`config.mk`:
```
export PLATFORM = sky130hd
export DESIGN_NAME = csc_ram
export DESIGN_NICKNAME = d
export VERILOG_FILES = /design/src/rtl/core/csc_ram.sv
export SDC_FILE = /design/constraint.sdc
export NUM_CORES = 2
export LEC_CHECK = 0
export ABC_AREA = 1
export ABC_CLOCK_PERIOD_IN_PS = 6300
export BUFFER_PORTS_ARGS = -buffer_cell sky130_fd_sc_hd__buf_4
export CORE_AREA = 2 2 410 412
export DETAILED_ROUTE_END_ITERATION = 7
export DIE_AREA = 0 0 412 414
export PLACE_DENSITY = 0.65
export SETUP_SLACK_MARGIN = 0.05
export SYNTH_ARGS = -nofsm -noshare
export SYNTH_HDL_FRONTEND = slang
export SYNTH_SLANG_ARGS = --single-unit
```
`constraint.sdc`:
```
create_clock -name clk -period 6.3 [get_ports clk]
set_clock_uncertainty 0.2 [all_clocks]
set_input_delay 0.63 -clock clk [delete_from_list [all_inputs] [get_ports clk]]
set_output_delay 0.63 -clock clk [all_outputs]
set_load 0.03 [all_outputs]
```
`src/rtl/core/csc_ram.sv`:
```
module csc_ram #(
  parameter int WIDTH = 32,
  parameter int DEPTH = 64
) (
  input  logic clk,
  input  logic we,
  input  logic [$clog2(DEPTH)-1:0] waddr,
  input  logic [WIDTH-1:0] wdata,
  input  logic [$clog2(DEPTH)-1:0] raddr,
  output logic [WIDTH-1:0] rdata
);
  logic [WIDTH-1:0] mem [DEPTH];

  always_ff @(posedge clk) begin
    if (we) mem[waddr] <= wdata;
    rdata <= mem[raddr];
  end
endmodule

```
---- After elaboration in Yosys (flattened, before gate mapping) ----
Memory sizes are Yosys's and may differ from the RTL's. A register that Yosys moved wholly into a read port is not among the register bits.
Index checks and enable logic that the tools add are counted.
operators by class
  muxes and demuxes ....................... 2
operators with widths
  cell               number
  1-bit two-way mux  2
word-level totals
  RAM bits ................................ 2,048
  word-level logic and storage cells ...... 3
  input port bits ......................... 46
  output and inout port bits .............. 32
  memories ................................ 1
  bits in registers ....................... 0
memories
  memory  depth  bits a word  rd ports  clocked after Yosys merged registers in  wr ports  RTL line  source
  mem     64     32           1         1                                        1         12        logic [WIDTH-1:0] mem [DEPTH];

---- Logic depth before layout (Yosys ltp) ----
  depth in word-level cells ............... 2
  depth in mapped cells ................... 13
  depth with buffers taken out ............ 9

---- Worst setup path before layout ----
No wires, ideal clock.
  path type ............................... input port to flip-flop
  start point ............................. input we
  end point ............................... memory mem[48][0] (enable)
  cell stages on the path ................. 3
  required time ........................... 5,598 ps
  library setup time ...................... 502 ps
  buffers on the path ..................... 1
  arrival time ............................ 4,258 ps
  slack ................................... 1,340 ps
  path through ............................ clkbuf_1 -> nand4_1 -> nor4_1
on the way
  word-level cells in the longest chain between the ends .. 2
RTL lines
  what                                     RTL line  source
  start, declared                          6         input logic we,
  1-bit two-way mux                        15        if (we) mem[waddr] <= wdata;
  1-bit two-way mux (not written as such)  15
  end, declared                            12
No other way between the ends.

==> impl_metrics.env <==
export IMPL_status="finished, final reports clean"
export IMPL_yosys_cell_types_count=16
export IMPL_syn2layout_area_growth_pct=11.0
export IMPL_ctsResizeCount=0
export IMPL_max_slew_worst_pin_slew_ns=1.36
export IMPL_post_route_drc_count=0
export IMPL_grt_max_degree=190
export IMPL_htreeDepth=4
export IMPL_yosys_area_share_xor_xnor_pct=0
export IMPL_final_nets=6750
export IMPL_ir_worst_vdd_v=0.000272
export IMPL_synth_compound_area_share_pct=0
export IMPL_overflow=0
export IMPL_hold_start="waddr[2]"
export IMPL_power_density_nw_per_um2=318
export IMPL_coreArea_um2=166000
export IMPL_syn_area_um2=82700
export IMPL_die_y_um=414
export IMPL_reg2reg_slack_ns=4.22
export IMPL_fill_cells=13500
export IMPL_avgSynthCellArea_um2=12.2
export IMPL_cp_top_family="buffers and inverters"
export IMPL_ff2ff_path_depth=8
export IMPL_ios=78
export IMPL_p_sw_w=0.00673
export IMPL_grt_pass1_wl_um=351000
export IMPL_grt_pass1_vias=51100
export IMPL_antenna_found_initial=14
export IMPL_cts_buffer_depth=3
export IMPL_worstHoldPathType="in2reg"
export IMPL_hold_depth=2
export IMPL_yosys_warnings=0
export IMPL_path_buf_inv=3
export IMPL_hold_end="mem[49][28]"
export IMPL_fmax_ghz=0.299
export IMPL_firstDrtPassIters=7
export IMPL_totalWireLength_um=241000
export IMPL_vias=54400
export IMPL_finalCriticalPeriod_ns=3.34
export IMPL_setup_viol=0
export IMPL_path_class="in2reg"
export IMPL_setup_slack_ns=2.96
export IMPL_dieArea_um2=171000
export IMPL_synthMuxAreaShare_pct=0
export IMPL_drive_above_1_share_pct=7.76
export IMPL_synthSimpleGateAreaFrac_pct=22.1
export IMPL_report_final_slew_viol_count=0
export IMPL_clock_sinks=2080
export IMPL_yosysSeqAreaShare_pct=75.1
export IMPL_clock_power_share_pct=40.8
export IMPL_rows=150
export IMPL_r2r_end="rdata[4]"
export IMPL_cts_setup_buffers=0
export IMPL_dp_slack_ns=2.41
export IMPL_cts_buffers=201
export IMPL_cap_violations=0
export IMPL_grt_use_total_pct=28.1
export IMPL_insertion_delay_ns=0.85
export IMPL_cellInternalPower_w=0.0225
export IMPL_slowest_delay_ns=0.60
export IMPL_path_cells="buf_8 -> inv_16 -> buf_4 -> nand2_1 -> nand3_1 -> nand3_1 -> nand3_1 -> nand3_1 -> nand2_1 -> nand2_1 -> nand2_1"
export IMPL_rsz0062_at_grt="no"
export IMPL_r2r_start="mem[33][4]"
export IMPL_postCtsHoldBufs=0
export IMPL_required_ns=6.82
export IMPL_critPathLaunchType="primary input"
export IMPL_seqPwrFrac_pct=52.8
export IMPL_cts_tree="built"
export IMPL_ctsRootBufferMaster="clkbuf_16"
export IMPL_worstSetupStartpoint="raddr[0]"
export IMPL_synth_seq_cells=2080
export IMPL_total_power_w=0.0292
export IMPL_fin_setup_tns_ns=0
export IMPL_place_inst=8705
export IMPL_crit_path_max_fanout=189
export IMPL_combinationalPowerShare_pct=6.4
export IMPL_cp_end_kind="flop"
export IMPL_netlist_instances=6769
export IMPL_max_slew_margin_rel_pct=9.29
export IMPL_via_per_inst=6.00
export IMPL_fin_cells=9080
export IMPL_gp_congestion=0.868
export IMPL_syn_nets=6815
export IMPL_utilization_pct=55.3
export IMPL_synth_top_family_by_area="simple AND/OR/NAND/NOR gates"
export IMPL_hpwl_um=125000
export IMPL_clk_pin_slew_ns=0.06
export IMPL_cp_arrival_ns=3.87
export IMPL_synthAdderAreaFrac_pct=0
export IMPL_portBuffers=77
export IMPL_fin_crit_sh_pct=53.0
export IMPL_start_util_pct=49.8
export IMPL_hold_viol=0
export IMPL_drtIter0Drc=8420
export IMPL_cp_slowest_cell="buf_4"
export IMPL_wire_per_inst_um=26.6
export IMPL_antenna_left=0
export IMPL_die_x_um=412
export IMPL_swShare_pct=23.1
export IMPL_power_leakage_nw=32.0
[how the worst max path moves through the flow]
stage                 endpoint  slack (ns)  cells after the start
floorplan           mem[48][0]        1.34                      3
global placement     rdata[30]        2.43                     11
detailed placement   rdata[18]        2.41                     10
CTS                  rdata[18]        3.31                     10
global route         rdata[19]        2.92                     11
finish               rdata[19]        2.96                     11
[cells in the final DEF (no fill, tap or decap)]
cell type / n
clkinv_2: 32
inv_8: 2
inv_6: 3
clkinv_16: 2
diode_2: 7
buf_12: 20
nor2_4: 56
clkbuf_1: 52
nand2_1: 2248
bufinv_16: 13
buf_8: 3
inv_1: 6
inv_16: 3
inv_2: 1
nor4_2: 8
clkinv_1: 34
clkinv_8: 5
dfxtp_1: 32
buf_4: 157
clkbuf_16: 205
nand4_1: 9
clkbuf_8: 18
buf_6: 1
nand3_1: 1907
clkinvlp_4: 2
clkinv_4: 2
edfxtp_1: 2048
[final cells by class]
class / count / area (um2) / area share [%]
antenna: 7 / 17.5 / 0.0191
multi-input combinational: 4228 / 18800 / 20.4
clock inverter: 93 / 905 / 0.985
timing repair buffer: 181 / 1640 / 1.78
clock buffer: 275 / 5570 / 6.07
inverter: 12 / 82.6 / 0.0899
tap: 2204 / 2760 / 3.00
sequential: 2080 / 62100 / 67.6
[flip-flops by register name (all words and copies together) (netlist names)]
name   count
rdata     32
mem     2048
[layer usage]
metal | wire [um] | share of wire [%] | global-route usage (%)
met1 | 96000 | 40 | 40.5
met2 | 110000 | 46 | 42.5
met3 | 26500 | 11 | 5.90
met4 | 8580 | 3.6 | 9.87
met5 | 37 | 0.015 | 0
[synth_stat cells, drive strengths merged]
library cell	instances	area, um2
buf	372	1960
clkbuf	77	289
dfxtp	32	641
edfxtp	2048	61500
inv	12	47.6
nand2	2248	8440
nand3	1907	9540
nand4	9	56.3
nor2	56	210
nor4	8	50.1
[stage by stage]
step	hold slack [ns]	area (um2)
after global routing	0.0538	91900
final	0.0872	91900
after CTS	0.0270	91900
after global placement	0.589	85400
after detailed placement	0.594	85400
after floorplan	0.521	82700
[cell families (layout without fill, tap and decap cells)]
logic type,after synthesis,after routing
buf+inv,461,561
flops,2080,2080
other cells,0,7
simple gates,4228,4228
[power groups by stage]
stage               Sequential (W)  Clock (W)  Combinational, W
detailed placement          0.0157          0           0.00185
global placement            0.0157          0           0.00183
floorplan                   0.0157          0          0.000941
finish                      0.0154     0.0119           0.00188
global route                0.0154     0.0125           0.00200
CTS                         0.0154     0.0120           0.00185
No activity file was read; power rests on OpenSTA's default activity.
