`src/rtl/core/csc_pkg.sv`:
```
package csc_pkg;

  localparam int DATA_W = 32;
  localparam int STORE_W = 48;
  localparam int WIDE_W = 64;
  localparam int DEN_W = 49;
  localparam int PIDX_W = 6;
  localparam int CFG_IDX_W = 1;

  localparam logic [CFG_IDX_W-1:0] REG_STEP_SIZE = 1'b0;
  localparam logic [CFG_IDX_W-1:0] REG_INTERVAL_COUNT = 1'b1;

  localparam logic [DATA_W-1:0] STEP_SIZE_RESET = 32'h0001_0000;
  localparam logic [5:0] INTERVAL_COUNT_RESET = 6'd63;

  // pivots are Q24
  localparam logic signed [STORE_W-1:0] PIV_FOUR = 48'sh0000_0400_0000;
  localparam logic signed [STORE_W-1:0] PIV_MONE = 48'shFFFF_FF00_0000;
  localparam logic signed [WIDE_W-1:0] PIV_ONE_SQ = 64'sh0001_0000_0000_0000;
  localparam logic signed [DEN_W-1:0] DEN_SIX = 49'sd6;

  localparam logic signed [WIDE_W-1:0] CAP47 = 64'sh0000_8000_0000_0000;
  localparam logic signed [WIDE_W-1:0] NEG_CAP47 = 64'shFFFF_8000_0000_0000;
  localparam logic signed [WIDE_W-1:0] DIVIDEND_LIM = 64'sh0000_003F_FFFF_FFFF;

  typedef struct packed {
    logic go;
    logic signed [WIDE_W-1:0] num;
    logic signed [DEN_W-1:0] den;
  } div_req_t;

  typedef struct packed {
    logic done;
    logic signed [WIDE_W-1:0] quo;
  } div_resp_t;

  typedef struct packed {
    logic signed [DATA_W-1:0] val;
    logic clip;
  } sat_t;

  // dividend of a pivot division: clamp then scale by 2^24
  function automatic logic signed [WIDE_W-1:0] piv_num(input logic signed [WIDE_W-1:0] x);
    logic signed [WIDE_W-1:0] c;
    begin
      if (x > DIVIDEND_LIM) c = DIVIDEND_LIM;
      else if (x < -DIVIDEND_LIM) c = -DIVIDEND_LIM;
      else c = x;
      piv_num = c <<< 24;
    end
  endfunction

  function automatic sat_t sat32(input logic signed [WIDE_W-1:0] v);
    sat_t r;
    begin
      if (v > 64'sh0000_0000_7FFF_FFFF) begin
        r.val = 32'sh7FFF_FFFF;
        r.clip = 1'b1;
      end else if (v < 64'shFFFF_FFFF_8000_0000) begin
        r.val = 32'sh8000_0000;
        r.clip = 1'b1;
      end else begin
        r.val = v[DATA_W-1:0];
        r.clip = 1'b0;
      end
      sat32 = r;
    end
  endfunction

endpackage

```
`src/rtl/core/csc_div.sv`:
```
module csc_div (
  input  logic clk,
  input  logic rst,
  input  csc_pkg::div_req_t req,
  output csc_pkg::div_resp_t resp
);
  import csc_pkg::*;

  typedef enum logic [3:0] {
    D_IDLE = 4'b0001,
    D_PREP = 4'b0010,
    D_ITER = 4'b0100,
    D_FIN  = 4'b1000
  } dstate_t;

  dstate_t state;
  logic [WIDE_W-1:0] nm;
  logic [DEN_W-1:0] dm;
  logic [DEN_W-1:0] rem;
  logic [5:0] cnt;
  logic neg;
  logic zero;
  logic [DEN_W:0] rem_sh;
  logic [DEN_W:0] rem_diff;
  logic take;

  assign rem_sh = {rem, nm[WIDE_W-1]};
  assign rem_diff = rem_sh - {1'b0, dm};
  assign take = (rem_sh >= {1'b0, dm});

  always_ff @(posedge clk) begin
    if (rst) begin
      state <= D_IDLE;
      resp.done <= 1'b0;
    end else begin
      resp.done <= 1'b0;
      case (state)
        D_IDLE: begin
          if (req.go) begin
            nm <= req.num[WIDE_W-1] ? WIDE_W'(-req.num) : WIDE_W'(req.num);
            dm <= req.den[DEN_W-1] ? DEN_W'(-req.den) : DEN_W'(req.den);
            neg <= req.num[WIDE_W-1] ^ req.den[DEN_W-1];
            zero <= (req.den == '0);
            state <= D_PREP;
          end
        end
        D_PREP: begin
          // half the divisor gives round half away from zero
          nm <= nm + WIDE_W'(dm >> 1);
          rem <= '0;
          cnt <= '0;
          state <= D_ITER;
        end
        D_ITER: begin
          rem <= take ? rem_diff[DEN_W-1:0] : rem_sh[DEN_W-1:0];
          nm <= {nm[WIDE_W-2:0], take};
          cnt <= cnt + 6'd1;
          if (cnt == 6'd63) state <= D_FIN;
        end
        D_FIN: begin
          if (zero) resp.quo <= '0;
          else if (neg) resp.quo <= -$signed(nm);
          else resp.quo <= $signed(nm);
          resp.done <= 1'b1;
          state <= D_IDLE;
        end
        default: state <= D_IDLE;
      endcase
    end
  end
endmodule

```
`config.mk`:
```
export PLATFORM = sky130hd
export DESIGN_NAME = csc_div
export DESIGN_NICKNAME = d
export VERILOG_FILES = /design/src/rtl/core/csc_pkg.sv /design/src/rtl/core/csc_div.sv
export SDC_FILE = /design/constraint.sdc
export NUM_CORES = 1
export LEC_CHECK = 0
export BUFFER_PORTS_ARGS = -buffer_cell sky130_fd_sc_hd__buf_4
export CAP_MARGIN = 20
export CORE_UTILIZATION = 50
export DETAILED_ROUTE_END_ITERATION = 12
export PLACE_DENSITY = 0.69
export SLEW_MARGIN = 20
export SYNTH_ARGS = -nofsm -noshare
export SYNTH_HDL_FRONTEND = slang
export SYNTH_SLANG_ARGS = --single-unit
```
`constraint.sdc`:
```
create_clock -name clk -period 10.35 [get_ports clk]
set_input_delay 1.035 -clock clk [delete_from_list [all_inputs] [get_ports clk]]
set_output_delay 1.035 -clock clk [all_outputs]
set_load 0.05 [all_outputs]
```
# ---- After elaboration in Yosys (flattened, before gate mapping)
# Cells that the tools add are included.
# W data, S select, Z words.
dict set report classes {
  add_sub_neg 6
  mul 0
  n_div 0
  n_lt_le_gt_ge 1
  eq_ne 7
  shift 0
  mux 13
  bitwise 2
  n_reduce_logical 8
}
# op count
set ops {}
lappend ops {{$mux W64} 4}
lappend ops {{$pmux W64 S3} 1}
lappend ops {{$neg A64 Y64} 2}
lappend ops {{$pmux W49 S2} 1}
lappend ops {{$mux W65} 1}
lappend ops {{$add A64 B48 Y64} 1}
lappend ops {{$ge A50 B49 Y1} 1}
lappend ops {{$logic_not A49 Y1} 1}
lappend ops {{$mux W49} 1}
lappend ops {{$neg A49 Y49} 1}
lappend ops {{$sub A49 B49 Y49} 1}
lappend ops {{$mux W48} 1}
lappend ops {{$pmux W4 S3} 1}
lappend ops {{$pmux W6 S2} 1}
lappend ops {{$mux W4} 2}
lappend ops {{$add A6 B1 Y6 const B} 1}
lappend ops {{$eq A6 B6 Y1 const B} 1}
lappend ops {{$reduce_and A2 Y1} 3}
lappend ops {{$reduce_and A3 Y1} 2}
lappend ops {{$eq A4 B1 Y1 const B} 1}
lappend ops {{$eq A4 B2 Y1 const B} 1}
lappend ops {{$eq A4 B3 Y1 const B} 1}
lappend ops {{$eq A4 B4 Y1 const B} 1}
lappend ops {{$ne A2 B2 Y1 const B} 2}
lappend ops {{other kinds (4)} 4}
dict set report word_totals {
  register_bits 239
  latchBits 0
  mem_bits_rw 0
  mem_bits_ro 0
  inputBits 116
  output_inout_bits 65
  n_memories 0
}

# ---- Longest topological paths before layout
dict set report depth {
  word_depth 4
  ltp_mapped 14
}

# ---- Worst setup path before layout
# Ideal clock, no wire load.
dict set report synth_path {
  kind {flip-flop to flip-flop}
  from {register state[1]}
  to {register cnt[0] (enable)}
  setup_time_ns 0.468
  t_arrival_ns 4.369
  setup_slack_ns 5.512
  stages_incl_launch_ff 7
  path_buffers 3
  cell_sequence {dfxtp_1 -> clkbuf_1 -> nor4b_1 -> nor2_1 -> clkbuf_1 -> buf_1 -> nor2_1}
}
dict set report synth_via {
  elab_chain_cells 3
  word_cells_on_any_way 4
}
# element line
set synth_rtl {}
lappend synth_rtl {{start, declared} csc_div.sv:16} ;# dstate_t state;
lappend synth_rtl {{start signal, assigned} csc_div.sv:33} ;# state <= D_IDLE;
lappend synth_rtl {{start signal, assigned} csc_div.sv:44} ;# state <= D_PREP;
lappend synth_rtl {{start signal, assigned} csc_div.sv:52} ;# state <= D_ITER;
lappend synth_rtl {{$eq A4 B3 Y1 / $eq A4 B2 Y1 (equally long branches)} csc_div.sv:37} ;# case (state)
lappend synth_rtl {{$reduce_bool A2 Y1 (no line) *} --}
lappend synth_rtl {{$reduce_and A2 Y1 (no line) *} --}
lappend synth_rtl {{end signal, assigned} csc_div.sv:57} ;# cnt <= cnt + 6'd1;
lappend synth_rtl {{end, declared} csc_div.sv:20} ;# logic [5:0] cnt;
# Mark *: on every way between the ends. The rest lies on a longest branch, timed or not.
# A chain may end at the register's enable or synchronous reset.

# ---- Final worst setup path
dict set report layout_path {
  from {register nm[63]}
  to {register rem[44], data pin}
}
dict set report layout_via {
  elab_chain_cells 3
  word_cells_on_any_way 4
}
# element line
set layout_rtl {}
lappend layout_rtl {{start, declared} csc_div.sv:17} ;# logic [WIDE_W-1:0] nm;
lappend layout_rtl {{start signal, assigned} csc_div.sv:40} ;# nm <= req.num[WIDE_W-1] ? WIDE_W'(-req.num) : WIDE_W'(req.num);
lappend layout_rtl {{start signal, assigned} csc_div.sv:49} ;# nm <= nm + WIDE_W'(dm >> 1);
lappend layout_rtl {{start signal, assigned} csc_div.sv:56} ;# nm <= {nm[WIDE_W-2:0], take};
lappend layout_rtl {{$sub A49 B49 Y49 / $ge A50 B49 Y1 (equally long branches)} {csc_div.sv:28, csc_div.sv:29}}
lappend layout_rtl {{$mux W49 *} csc_div.sv:55} ;# rem <= take ? rem_diff[DEN_W-1:0] : rem_sh[DEN_W-1:0];
lappend layout_rtl {{$pmux W49 S2 *} csc_div.sv:37}
lappend layout_rtl {{end signal, assigned} csc_div.sv:55}
lappend layout_rtl {{end, declared} csc_div.sv:19} ;# logic [DEN_W-1:0] rem;
# Marks and branches as above.

==> metrics.md <==
| Metric | Value |
|---|---|
| Outcome | finished clean |
| Part of the Yosys area used for sequential elements | a little over a third |
| Highest Clock Rate | ~230 MHz |
| Max-cap violations | 0 |
| Post-cts sizing count | 0 |
| Fin util | a little under three fifths |
| Global routing usage on met1 | between 40% and 50% |
| Top FF cell, synth | edfxtp_1 |
| Clock Skew | roughly 0.016 ns |
| Core area | 38600 sq um |
| Effective utilization at floorplan | 50.6% |
| Final setup fails | 0 |
| Grt total ovfl | 0 |
| Slew margin rel. | 38.5% |
| Initial antenna violation count | 0 |
| Cell Area, Placed | about 21000 sq um |
| Die X | 200 microns |
| Commonest non-fill, non-tap cell in the layout | edfxtp_1 |
| Die H | around 200 microns |
| Total negative slack | 0 ns |
| Ant diodes | 0 |
| Critical-path top delay cell | edfxtp_1 |
| CP Data Required Time | 10.67 ns |
| Worst setup SP type | register |
| Total chip power | a little under 3 mW |
| Worst-margin pin slew | slightly above 0.9 ns |
| IO buf count | 180 |
| R2R cell count | 12 |
| Pins over their slew limit | 0 |
| Grt met2 use | between 40% and 50% |
| Top Ports | approximately 180 |
| Overall global routing resource usage | 29.9% |
| Post-Synthesis Cells | between 2000 and 2500 |
| Critical Path End | rem[44] |
| Reg clk slew, reported paths | 0.06 ns |
| Post-Synth Simple-Gate Area | a little under a fifth |
| Total vias in the final route | 17900 |
| Number of CTS-inserted buffers | 27 |
| RD Place Congestion | a little under 1 |
| Share of layout cells above drive strength 1 | a little under an eighth |
| Worst Setup End Kind | register |
| CTS Sinks | about 240 |
| Met3 usage | between 4 and 5% |
| Largest net degree at the start of global routing | between 60 and 70 |
| CTS tree | yes |
| Setup crit start | nm[63] |
| Mean Syn Cell Area | between 8 and 9 sq um |
| Ys Warns | 0 |
| Number of synthesized flops with an enable pin | ~230 |
| Yosys reg bits | roughly 240 |
| Yosys cell types | between 70 and 80 |
| DRT antenna net count | 0 |
| Crit Path Class | register to register |
| CTS HTree Levels | 1 |
| Post-synthesis mux area share | less than 1% |
| First-pass DRT Iterations | 6 |
| Reg-to-reg startpoint | nm[63] |
| Post-Synthesis Cell Area | around 20000 sq um |
| Setup bufs post-CTS | 0 |
| Initial DRC Count | ~1800 |
| Top-area cell type share of the netlist area | between 30% and 40% |
| Leak pwr | roughly 8.3 nW |
| Synthesized net count | approximately 2400 |
| Nets | approximately 2500 |
| DRC Markers | 0 |
| Insertion delay of the later-clocked pin in the worst-skew pair | roughly 0.57 ns |
| Max Root-Sink Buffers | 3 |
| Critical path data arrival time | 4.58 ns |
| CP peak stage delay | 0.51 ns |
| R2R Setup Slk | about 6 ns |
| Synth area leader | edfxtp_1 |
| Most frequent cells in the layout | edfxtp_1, nand2_1, buf_4 |
| GR peak layer | met2 |
| Period utilization | between 40% and 50% |
| Min-Delay Path Class | register to register |
| Final hold vios | 0 |
| VDD IR max | ~0.13 mV |
| Hold_buf cts | 0 |
| Power per cell area | 134 nW/um^2 |
| Ranking of synthesized cells by area | edfxtp_1, ha_1, xnor2_1 |
| Largest family of logic cells by synthesized area | compound AO/OA/AOI/OAI gates |
| Xor-xnor portion of the synthesized cell area | around 11% |
| Placed Cells incl. Taps | around 2800 |
| Final Non-Filler Cells | between 2000 and 3000 |
| First-pass GRT wire length | between 90 and 100 mm |
| Worst Path Max Fanout | 6 |
| Root Buffer | clkbuf_16 |
| Post-Synth Adder-Cell Area | under 10% |
| R2r endpoint | rem[44] |
| Worst Hold Depth | 1 |
| Post-Layout Inst Area | approximately 22000 sq um |
| Drt total wl | about 60 mm |
| RSZ-0062 raised after global routing | false |
| DIE AREA | 39800 sq um |
| DR WL/cell | between 20 and 25 microns |
| Compound-Gate Fraction of Synth Area | 21.9% |
| Vias in the first global route | roughly 16000 |
| Vias per inst | around 6.3 |
| Synth async-reset ratio | 0% |
| Dpl hpwl | approximately 46 mm |
| Minimum clock period | ~4.3 ns |
| Row count | 72 |
| Synthesis-to-layout area growth | 12.7% |
| CP cell instances | inv_1, ha_1, fa_1, nand2b_1, a211oi_1, o22ai_1, o221a_2, o31a_1, o31ai_1, a311oi_1, xnor2_1, a22o_1 |
## cell families after synthesis
logic type,Yosys count
AND/OR/NAND/NOR,738
multiplexers,9
XOR/XNOR,253
AO/OA/AOI/OAI,666
flip-flops,239
buffers and inverters,219
adder cells (fa/ha/maj),103
## synthesized netlist by cell type (42+ instances only)
library cell / number
o31ai_1: 58
a21oi_1: 160
xnor2_1: 143
nand4_1: 47
o21ai_0: 177
xor2_1: 110
inv_1: 86
a21o_1: 44
edfxtp_1: 234
nor2_1: 162
ha_1: 101
nor3_1: 42
clkbuf_1: 127
a22oi_1: 45
nand2_1: 217
nand3_1: 65
## sequential cells by signal (all words and copies together), names as in the netlist
name,flops
state,4
cnt,6
resp,65
rem,49
nm,64
dm,49
zero,1
neg,1
## how the worst min path moves through the flow
| stage | start | end |
|---|---|---|
| after global routing | rem[42] | rem[43] |
| final | rem[42] | rem[43] |
| after global placement | rem[42] | rem[43] |
| after floorplan | rem[46] | rem[47] |
| after CTS | rem[43] | rem[44] |
| after detailed placement | rem[43] | rem[44] |
## worst max-delay path, delay by kind of cell (launching register included)
family / cells / cell delay, ns
xor gates and xnor gates: 1 / 0.16
buffers and inverters: 1 / 0.24
adders and majority gates: 2 / 0.65
AOI/OAI and AO/OA: 7 / 2.24
DFF: 1 / 0.51
and+or+nand+nor: 1 / 0.20
## power by group
part	internal (mW)	switching [mW]	total, mW
Sequential	1.14	0.0936	1.23
Clock	0.528	0.411	0.938
Combinational	0.304	0.468	0.772
## stage by stage
step	hold WS [ns]	setup slack, ns
after CTS	0.591	6.19
after floorplan	0.541	5.51
final	0.591	6.09
after global placement	0.574	5.94
after global routing	0.614	5.80
after detailed placement	0.574	5.97
## routing by layer
layer  wire length, microns  vias up  part of all wire (%)
met4                   2110        0                   3.5
met3                   5470      105                   9.1
li1                       -     8512                     -
met1                  27100     8457                    45
met5                      0        -                     0
met2                  25500      833                    42
## cell type report
type | instances | area [sq um]
clock buffer | 34 | 702
clock inverter | 16 | 128
fill | 3542 | 16600
inverter | 86 | 323
multi-input combinational | 1769 | 11600
sequential | 239 | 7130
tap | 518 | 648
timing repair buffer | 194 | 1460
Power figures use the tool's default switching activity.
